**src/rtl/core/int64_divide_remainder_defines.svh**
```systemverilog
// Assertion macros used by the divider controller RTL.
`ifndef INT64_DIVIDE_REMAINDER_DEFINES_SVH
`define INT64_DIVIDE_REMAINDER_DEFINES_SVH

// Same-cycle implication, checked outside reset.
`define IDR_ASSERT_NOW(label, ante, cons, msg) \
  label: assert property (@(posedge clk) disable iff (!rst_n) (ante) |-> (cons)) \
    else $error(msg);

// Next-cycle implication, checked outside reset.
`define IDR_ASSERT_NEXT(label, ante, cons, msg) \
  label: assert property (@(posedge clk) disable iff (!rst_n) (ante) |=> (cons)) \
    else $error(msg);

`endif

```
**src/rtl/core/idr_pkg.sv**
```systemverilog
// Package: shared widths and the controller-to-datapath command type.
package idr_pkg;

  // Width of each operand and result field on the ports.
  localparam int unsigned FIELD_W = 64;
  // Packed stream data width: two fields side by side.
  localparam int unsigned TDATA_W = 2 * FIELD_W;

  // Commands from the controller to the datapath.
  typedef struct packed {
    logic load;    // capture operands, take magnitudes
    logic step;    // one shift-and-subtract iteration
    logic finish;  // fix signs, write output register
  } idr_cmd_t;

endpackage

```
**src/rtl/core/int64_divide_remainder.sv**
```systemverilog
// Top level: stream wrapper joining the divider controller and datapath.
//
// Channel  Direction  Handshake              Payload
// in_      slave      in_tvalid/in_tready    tdata {divisor, dividend}, tuser signed_mode
// out_     master     out_tvalid/out_tready  tdata {remainder, quotient}, tuser divide_by_zero
//
// Each request runs as a load step that captures operands and forms magnitudes, one
// iteration per quotient bit through the single shared DATA_WIDTH+1 bit subtractor,
// and a sign fix-up step that writes the output register.
// A new request is accepted in the cycle after fix-up, even while the last result waits.
// Reset (rst_n low, synchronous) clears the controller and drops any pending result.
// A stalled output holds the fix-up stage until the output register frees.
module int64_divide_remainder #(
  parameter int unsigned DATA_WIDTH = 64
) (
  input  logic                         clk,
  input  logic                         rst_n,
  input  logic                         in_tvalid,
  output logic                         in_tready,
  // [63:0] dividend, [127:64] divisor
  input  logic [idr_pkg::TDATA_W-1:0]  in_tdata,
  // [0] signed_mode
  input  logic                         in_tuser,
  output logic                         out_tvalid,
  input  logic                         out_tready,
  // [63:0] quotient, [127:64] remainder
  output logic [idr_pkg::TDATA_W-1:0]  out_tdata,
  // [0] divide_by_zero
  output logic                         out_tuser
);

  idr_pkg::idr_cmd_t            cmd;
  logic [idr_pkg::FIELD_W-1:0]  quotient;
  logic [idr_pkg::FIELD_W-1:0]  remainder;

  // Sequence load, iterations and fix-up; own both handshakes.
  idr_ctrl #(
    .DATA_WIDTH (DATA_WIDTH)
  ) u_ctrl (
    .clk        (clk),
    .rst_n      (rst_n),
    .in_tvalid  (in_tvalid),
    .in_tready  (in_tready),
    .out_tvalid (out_tvalid),
    .out_tready (out_tready),
    .cmd        (cmd)
  );

  // Operand magnitudes, restoring iterations, signs and the held result.
  idr_dp #(
    .DATA_WIDTH (DATA_WIDTH)
  ) u_dp (
    .clk            (clk),
    .cmd            (cmd),
    .dividend       (in_tdata[idr_pkg::FIELD_W-1:0]),
    .divisor        (in_tdata[idr_pkg::TDATA_W-1:idr_pkg::FIELD_W]),
    .signed_mode    (in_tuser),
    .quotient       (quotient),
    .remainder      (remainder),
    .divide_by_zero (out_tuser)
  );

  assign out_tdata = {remainder, quotient};

endmodule

```
**src/rtl/core/idr_dp.sv**
```systemverilog
// Datapath: operand registers, shared restoring subtractor, sign fix-up, output register.
module idr_dp #(
  parameter int unsigned DATA_WIDTH = 64
) (
  input  logic                         clk,
  input  idr_pkg::idr_cmd_t            cmd,
  input  logic [idr_pkg::FIELD_W-1:0]  dividend,
  input  logic [idr_pkg::FIELD_W-1:0]  divisor,
  input  logic                         signed_mode,
  output logic [idr_pkg::FIELD_W-1:0]  quotient,
  output logic [idr_pkg::FIELD_W-1:0]  remainder,
  output logic                         divide_by_zero
);

  logic [DATA_WIDTH-1:0] rem_r, rem_nxt;
  logic [DATA_WIDTH-1:0] quo_r, quo_nxt;
  logic [DATA_WIDTH-1:0] dvs_r, dvs_nxt;
  logic                  neg_q_r, neg_q_nxt;
  logic                  neg_rem_r, neg_rem_nxt;
  logic                  dbz_r, dbz_nxt;
  logic [idr_pkg::FIELD_W-1:0] out_q_r, out_q_nxt;
  logic [idr_pkg::FIELD_W-1:0] out_rem_r, out_rem_nxt;
  logic                        out_dbz_r, out_dbz_nxt;

  logic [DATA_WIDTH-1:0] n_w, d_w;
  logic                  n_neg, d_neg;
  logic [DATA_WIDTH:0]   trial;
  logic [DATA_WIDTH-1:0] q_fix, rem_fix;

  always_comb begin
    n_w   = dividend[DATA_WIDTH-1:0];
    d_w   = divisor[DATA_WIDTH-1:0];
    n_neg = signed_mode & n_w[DATA_WIDTH-1];
    d_neg = signed_mode & d_w[DATA_WIDTH-1];

    // Partial remainder shifted left with the next dividend bit, minus divisor.
    trial = {rem_r, quo_r[DATA_WIDTH-1]} - {1'b0, dvs_r};

    q_fix   = neg_q_r ? (~quo_r + 1'b1) : quo_r;
    rem_fix = neg_rem_r ? (~rem_r + 1'b1) : rem_r;

    rem_nxt     = rem_r;
    quo_nxt     = quo_r;
    dvs_nxt     = dvs_r;
    neg_q_nxt   = neg_q_r;
    neg_rem_nxt = neg_rem_r;
    dbz_nxt     = dbz_r;
    out_q_nxt   = out_q_r;
    out_rem_nxt = out_rem_r;
    out_dbz_nxt = out_dbz_r;

    if (cmd.load) begin
      rem_nxt     = '0;
      quo_nxt     = n_neg ? (~n_w + 1'b1) : n_w;
      dvs_nxt     = d_neg ? (~d_w + 1'b1) : d_w;
      neg_q_nxt   = n_neg ^ d_neg;
      neg_rem_nxt = n_neg;
      dbz_nxt     = (d_w == '0);
    end

    if (cmd.step) begin
      // No borrow: divisor fits, take the difference and set the quotient bit.
      if (!trial[DATA_WIDTH]) begin
        rem_nxt = trial[DATA_WIDTH-1:0];
        quo_nxt = {quo_r[DATA_WIDTH-2:0], 1'b1};
      end else begin
        rem_nxt = {rem_r[DATA_WIDTH-2:0], quo_r[DATA_WIDTH-1]};
        quo_nxt = {quo_r[DATA_WIDTH-2:0], 1'b0};
      end
    end

    if (cmd.finish) begin
      out_dbz_nxt = dbz_r;
      if (dbz_r) begin
        out_q_nxt   = '0;
        out_rem_nxt = '0;
      end else begin
        out_q_nxt   = idr_pkg::FIELD_W'(q_fix);
        out_rem_nxt = idr_pkg::FIELD_W'(rem_fix);
      end
    end
  end

  always_ff @(posedge clk) begin
    rem_r     <= rem_nxt;
    quo_r     <= quo_nxt;
    dvs_r     <= dvs_nxt;
    neg_q_r   <= neg_q_nxt;
    neg_rem_r <= neg_rem_nxt;
    dbz_r     <= dbz_nxt;
    out_q_r   <= out_q_nxt;
    out_rem_r <= out_rem_nxt;
    out_dbz_r <= out_dbz_nxt;
  end

  assign quotient       = out_q_r;
  assign remainder      = out_rem_r;
  assign divide_by_zero = out_dbz_r;

endmodule

```
**src/rtl/core/idr_ctrl.sv**
```systemverilog
// Controller: sequencing state machine, iteration counter and output valid.
`include "int64_divide_remainder_defines.svh"

module idr_ctrl #(
  parameter int unsigned DATA_WIDTH = 64
) (
  input  logic              clk,
  input  logic              rst_n,
  input  logic              in_tvalid,
  output logic              in_tready,
  output logic              out_tvalid,
  input  logic              out_tready,
  output idr_pkg::idr_cmd_t cmd
);

  localparam int unsigned CNT_W = $clog2(DATA_WIDTH);
  localparam logic [CNT_W-1:0] LAST_STEP = CNT_W'(DATA_WIDTH - 1);

  typedef enum logic [1:0] {
    ST_IDLE,
    ST_RUN,
    ST_FIX
  } state_t;

  state_t           state_r;
  logic [CNT_W-1:0] cnt_r;
  logic             out_valid_r;
  logic             slot_free;
  logic             in_fire;
  logic             run_active;
  logic             cnt_zero;

  assign slot_free  = !out_valid_r || out_tready;
  assign in_tready  = (state_r == ST_IDLE);
  assign out_tvalid = out_valid_r;
  assign in_fire    = in_tvalid && in_tready;
  assign run_active = (state_r == ST_RUN);
  assign cnt_zero   = (cnt_r == '0);

  always_comb begin
    cmd.load   = (state_r == ST_IDLE) && in_tvalid;
    cmd.step   = run_active;
    cmd.finish = (state_r == ST_FIX) && slot_free;
  end

  always_ff @(posedge clk) begin
    if (!rst_n) begin
      state_r     <= ST_IDLE;
      cnt_r       <= '0;
      out_valid_r <= 1'b0;
    end else begin
      // Drop the result once taken, unless a finish refills it this cycle.
      if (out_valid_r && out_tready && !cmd.finish) begin
        out_valid_r <= 1'b0;
      end
      case (state_r)
        ST_IDLE: begin
          if (in_tvalid) begin
            cnt_r   <= LAST_STEP;
            state_r <= ST_RUN;
          end
        end
        ST_RUN: begin
          if (cnt_zero) begin
            state_r <= ST_FIX;
          end else begin
            cnt_r <= cnt_r - 1'b1;
          end
        end
        ST_FIX: begin
          if (slot_free) begin
            out_valid_r <= 1'b1;
            state_r     <= ST_IDLE;
          end
        end
        default: begin
          state_r <= ST_IDLE;
        end
      endcase
    end
  end

  `IDR_ASSERT_NEXT(a_start_run, in_fire, run_active && (cnt_r == LAST_STEP), "run not started")
  `IDR_ASSERT_NEXT(a_count, run_active && !cnt_zero, cnt_r == $past(cnt_r) - 1'b1, "bad count")
  `IDR_ASSERT_NEXT(a_last_step, run_active && cnt_zero, state_r == ST_FIX, "fix-up skipped")
  `IDR_ASSERT_NOW(a_no_overwrite, cmd.finish, !out_tvalid || out_tready, "result overwritten")

endmodule
```
**config.mk**
```make
export PLATFORM = sky130hd
export DESIGN_NAME = int64_divide_remainder
export DESIGN_NICKNAME = d
export VERILOG_FILES = /design/src/rtl/core/idr_pkg.sv /design/src/rtl/core/int64_divide_remainder.sv /design/src/rtl/core/idr_dp.sv /design/src/rtl/core/idr_ctrl.sv
export VERILOG_INCLUDE_DIRS = /design/src /design/src/rtl/core
export SDC_FILE = /design/constraint.sdc
export NUM_CORES = 1
export LEC_CHECK = 0
export ABC_AREA = 1
export BUFFER_PORTS_ARGS = -buffer_cell sky130_fd_sc_hd__buf_4
export CAP_MARGIN = 20
export CORE_MARGIN = 10
export CORE_UTILIZATION = 42
export DETAILED_ROUTE_END_ITERATION = 16
export SLEW_MARGIN = 0
export SYNTH_ARGS = -nofsm -noshare
export SYNTH_HDL_FRONTEND = slang
export SYNTH_HIERARCHICAL = 1
export SYNTH_SLANG_ARGS = --single-unit
```
**constraint.sdc**
```tcl
create_clock -name clk -period 17.2 [get_ports clk]
set_clock_uncertainty 0.05 [all_clocks]
set_input_delay 3.44 -clock clk [delete_from_list [all_inputs] [get_ports clk]]
set_output_delay 3.44 -clock clk [all_outputs]
set_load 0.02 [all_outputs]
```
# Yosys cells after proc, flatten, opt, wreduce, memory -nomap -nowiden
# Index checks and enable logic that the tools add are counted.
[totals] ff_bits=333 in_bits=133
[op_classes] add_sub_neg=6 n_eq_ne=6 muxes=20 n_bitwise=7 n_reduce_logical=14
[op_table] cell="two-way mux 64 bit" count=9
[op_table] cell="adder 64 x 1 -> 64 bit (second input constant)" count=4
[op_table] cell="inverter 64 bit" count=4
[op_table] cell="subtractor 65 x 64 -> 65 bit" count=1
[op_table] cell="zero test 64 bit" count=1
[op_table] cell="two-way mux 6 bit" count=2
[op_table] cell="case mux 6 bit (2 select lines)" count=1
[op_table] cell="zero test 6 bit" count=1
[op_table] cell="two-way mux 2 bit" count=3
[op_table] cell="inequality test 2 bit (second input constant)" count=3
[op_table] cell="case mux 2 bit (3 select lines)" count=1
[op_table] cell="AND reduction 3 bit" count=2
[op_table] cell="subtractor 6 x 1 -> 6 bit (second input constant)" count=1
[op_table] cell="logical AND 1 bit" count=4
[op_table] cell="two-way mux 1 bit" count=4
[op_table] cell="nonzero test 2 bit" count=2
[op_table] cell="AND 1 bit" count=2
[op_table] cell="== test 2 x 1 -> 1 bit (second input constant)" count=1
[op_table] cell="== test 2 bit (second input constant)" count=1
[op_table] cell="zero test 1 bit" count=2
[op_table] cell="zero test 2 bit" count=1
[op_table] cell="inequality test 2 x 1 -> 1 bit (second input constant)" count=1
[op_table] cell="logical OR 1 bit" count=1
[op_table] cell="bitwise XOR 1 bit" count=1

# Depth between registers and ports, before layout
[logic_depth] ltp_word=8 depth_mapped=19 depth_no_buf=18

# Cells and area by module
# Netlist, hierarchy kept.
[by_module_without_submodules] mod="idr_dp" instances=1 cells_each=4111 area_each_um2=26814.5 seq_area_each_um2=9729.3
[by_module_without_submodules] mod="idr_ctrl" instances=1 cells_each=74 area_each_um2=526.8 seq_area_each_um2=180.2

# Worst setup path after synthesis
# Ideal clock, no wire load.
[synth_path] kind="input to register" from="input out_tready" to="register u_dp.out_dbz_r, in the netlist u_dp/divide_by_zero (enable)" setup_time_ns=0.620 t_arrival_ns=8.887 setup_slack_ns=7.642 path_stages=2 path_buffers=0 cell_sequence="nor2_1 > nor2_1"
[synth_lines] item="start, declared" line_no="int64_divide_remainder.sv:25" source="input logic out_tready,"
[synth_lines] item="end signal, assigned" line_no="idr_dp.sv:93" source="out_dbz_r <= out_dbz_nxt;"
[synth_lines] item="end, declared" line_no="idr_dp.sv:23" source="logic out_dbz_r, out_dbz_nxt;"

==> results.py <==
metrics = {
    "routing": {
        "wl_per_cell_um": 19.4,
        "first_pass_iters": 6,
        "vias": 27500,
        "ant_nets": 0,
        "drtIter0Drc": 3164,
        "vias_per_cell": 5.20,
        "drt-total-wl_mm": 103,
        "drc": 0,
    },
    "sta": {
        "fmax_mhz": 168,
        "tightest_slew_ns": 0.990,
        "fin_ws_ns": 11.26,
        "fin_crit_sh_pct": 34.5,
        "setup_tns_ns": 0,
        "period_needed_ns": 5.94,
        "finalMaxSlewViolations": 0,
        "rsz0062_at_grt": "false",
        "slew_headroom_pct": 34.0,
        "report.final.hold_viol_count": 0,
        "setup_viol": 0,
        "hold_slack_ns": 0.453,
    },
    "floorplan": {
        "die_area_sq_mm": 0.0757,
        "io-pin-count": 264,
        "num_rows": 93,
        "die_h_um": 275,
        "coreArea_sq_mm": 0.0645,
        "initial_core_util_pct": 42.4,
        "die_width_um": 275,
    },
    "cts": {
        "clock_path_buffers": 3,
        "cts-htree-levels": 2,
        "ctsResizeCount": 0,
        "cts_hold_buf": 0,
        "numCtsBuffers": 40,
        "path_clk_slew_ns": 0.06,
        "cts_tree": "built",
        "cts_sinks": 333,
        "post_cts.repair.setup_buffers": 0,
        "clkLatencyLatePin_ns": 0.58,
        "clockRootBuffer": "clkbuf_16",
    },
    "pwr": {
        "p_switching_mw": 1.47,
        "pwr-share-seq_pct": 35.5,
        "internal_power_mw": 1.92,
        "p_per_area_mw_per_mm2": 108,
        "p_sw_share_pct": 43.4,
        "power.leakage_nw": 14.9,
        "ir_drop_mv": 0.0777,
        "p_total_mw": 3.38,
        "power_frac_comb_pct": 40.6,
        "clockPowerShare_pct": 24.0,
    },
    "synthesis": {
        "synth.net_count": 4389,
        "yosysUniqueCellTypes": 46,
        "ys_seq_elements": 333,
        "synthArstFlopShare_pct": 0,
        "synthCells": 4185,
        "synth_top_area_share_pct": 35.6,
        "synth_warnings": 6,
        "synth_top_area_cell": "edfxtp_1",
        "synth_flop_cell": "edfxtp_1",
        "ys_seq_area_share_pct": 36.2,
        "syn_area_per_cell_sq_um": 6.53,
        "synth_area_leaders": "edfxtp_1, nand2_1, inv_1",
        "syn_area_sq_mm": 0.0273,
        "synth-edff-count": 324,
    },
    "worst_setup_path": {
        "end_kind": "flip-flop",
        "startpoint_type": "primary input",
        "crit_top_cell": "buf_4",
        "slowest_stage": "buf_4",
        "cp.arrival_ns": 6.07,
        "timing.rr.start": "u_dp/quo_r[63]",
        "path_cells": "buf_4 > nand2_2 > inv_2 > buf_4 > or2_4 > buf_4",
        "critPathMaxStageDelay_ns": 0.85,
        "critPathLaunch": "in_tvalid",
        "critPathMaxFanout": 75,
        "path_class": "in2reg",
        "critPathRequiredTime_ns": 17.33,
    },
    "layout": {
        "num_antenna_cells": 0,
        "fin_util_pct": 48.7,
        "stdcell_area_sq_mm": 0.0314,
        "fillers": 6768,
        "drive_gt1_share_pct": 9.04,
        "nets": 4624,
        "stdcell_count": 5301,
        "synthToLayoutAreaGrowth_pct": 14.7,
    },
    "worst_hold_path": {
        "worstHoldStart": "u_ctrl/cnt_r[5]",
        "hp-class": "reg2reg",
    },
    "global_route": {
        "track_usage_pct": 26.4,
        "grt_start_max_net_pins": 90,
        "grt_pass1_vias": 25200,
        "antenna_found_initial": 1,
        "grt_pass1_wl_mm": 152,
        "overflow": 0,
    },
    "placed_design": {
        "numPlacedInstances": 5233,
        "dp_hpwl_mm": 84.4,
        "place_ws_ns": 10.65,
        "place_congestion": 0.977,
        "dpl_cell_area_sq_mm": 0.0301,
        "io_buffers": 263,
    },
    "flow_run": {
        "max_cap_violations": 0,
    },
    "status": {
        "status": "completed",
    },
}
==> cell usage in the layout, fill, tap and decap left out, drive strengths merged, types with 9 or more instances in the layout <==
| master | n |
|---|---|
| and3 | 12 |
| inv | 702 |
| buf | 280 |
| clkinv | 13 |
| xnor2 | 17 |
| or2 | 16 |
| nor3 | 100 |
| nand2 | 1253 |
| nand4 | 93 |
| ha | 70 |
| o21ai | 188 |
| nor2 | 626 |
| dfxtp | 9 |
| edfxtp | 324 |
| a21oi | 210 |
| nand3 | 315 |
| clkbuf | 46 |
| xor2 | 101 |
| nor4 | 18 |
==> final cells by class <==
type / instances / area (sq um) / share of cell area (%)
multi-input cells: 3064 / 14400 / 46.0
flip-flops and latches: 333 / 9910 / 31.6
inverters: 701 / 2630 / 8.39
repair buffers: 280 / 2100 / 6.70
well taps: 855 / 1070 / 3.41
clock buffers: 46 / 1020 / 3.26
clock inverters: 22 / 206 / 0.658
==> Yosys cell counts, drive strengths merged, types with 6 or more instances <==
cell type  instances
dfxtp              9
nand3            315
nand4             93
nor2             626
clkbuf            58
nor3             100
o21ai            188
nor3b              7
nor4              18
buf               29
and3              12
o21a               7
o31ai              6
or2               16
xnor2             17
o21bai             7
nand2           1253
ha                70
edfxtp           324
inv              699
xor2             101
a21oi            210
==> critical path: cells and delay by family <==
kind	cells	cell delay [ns]
buffers and inverters	4	1.61
AND/OR/NAND/NOR	2	0.87
==> flip-flops by register name (all words and copies together), names as in the netlist <==
name,flops
u_ctrl/cnt_r,6
u_ctrl/out_tvalid,1
u_ctrl/state_r,2
u_dp/dbz_r,1
u_dp/divide_by_zero,1
u_dp/dvs_r,64
u_dp/neg_q_r,1
u_dp/neg_rem_r,1
u_dp/quo_r,64
u_dp/quotient,64
u_dp/rem_r,64
u_dp/remainder,64
==> kinds of logic after synthesis <==
logic type / count (synthesis) / share of synthesized area [%]
DFF: 333 / 36.2
and+or+nand+nor: 2446 / 37.5
adders and majority gates: 71 / 3.28
buffers and inverters: 788 / 11.0
AOI/OAI and AO/OA: 429 / 8.20
xor gates and xnor gates: 118 / 3.78
==> power by group through the flow <==
stage                     logic (mW)  clock network [mW]  registers (mW)
after global placement          1.33                   0            1.20
after global routing            1.54               0.863            1.20
after floorplan                0.923                   0            1.15
after CTS                       1.34               0.831            1.18
after detailed placement        1.34                   0            1.20
final                           1.37               0.811            1.20
==> layer usage <==
layer	GRT usage, %	routed length [um]	share of wire, %	up-vias
li1	-	-	-	13900
met1	42.1	50600	49	12400
met2	34.3	38500	37	1210
met3	6.11	11300	11	98
met4	6.64	2410	2.3	0
met5	0	0	0	-
==> worst paths after layout <==
| path | cells after the start | to | slack, ns |
|---|---|---|---|
| max reg2reg | 17 | u_dp/rem_r[62] | 13.36 |
| min | 2 | u_ctrl/cnt_r[5] | 0.45 |
| max | 6 | u_dp/rem_r[23] | 11.26 |
| min reg2reg | 2 | u_ctrl/cnt_r[5] | 0.45 |
Power figures use the tool's default switching activity.
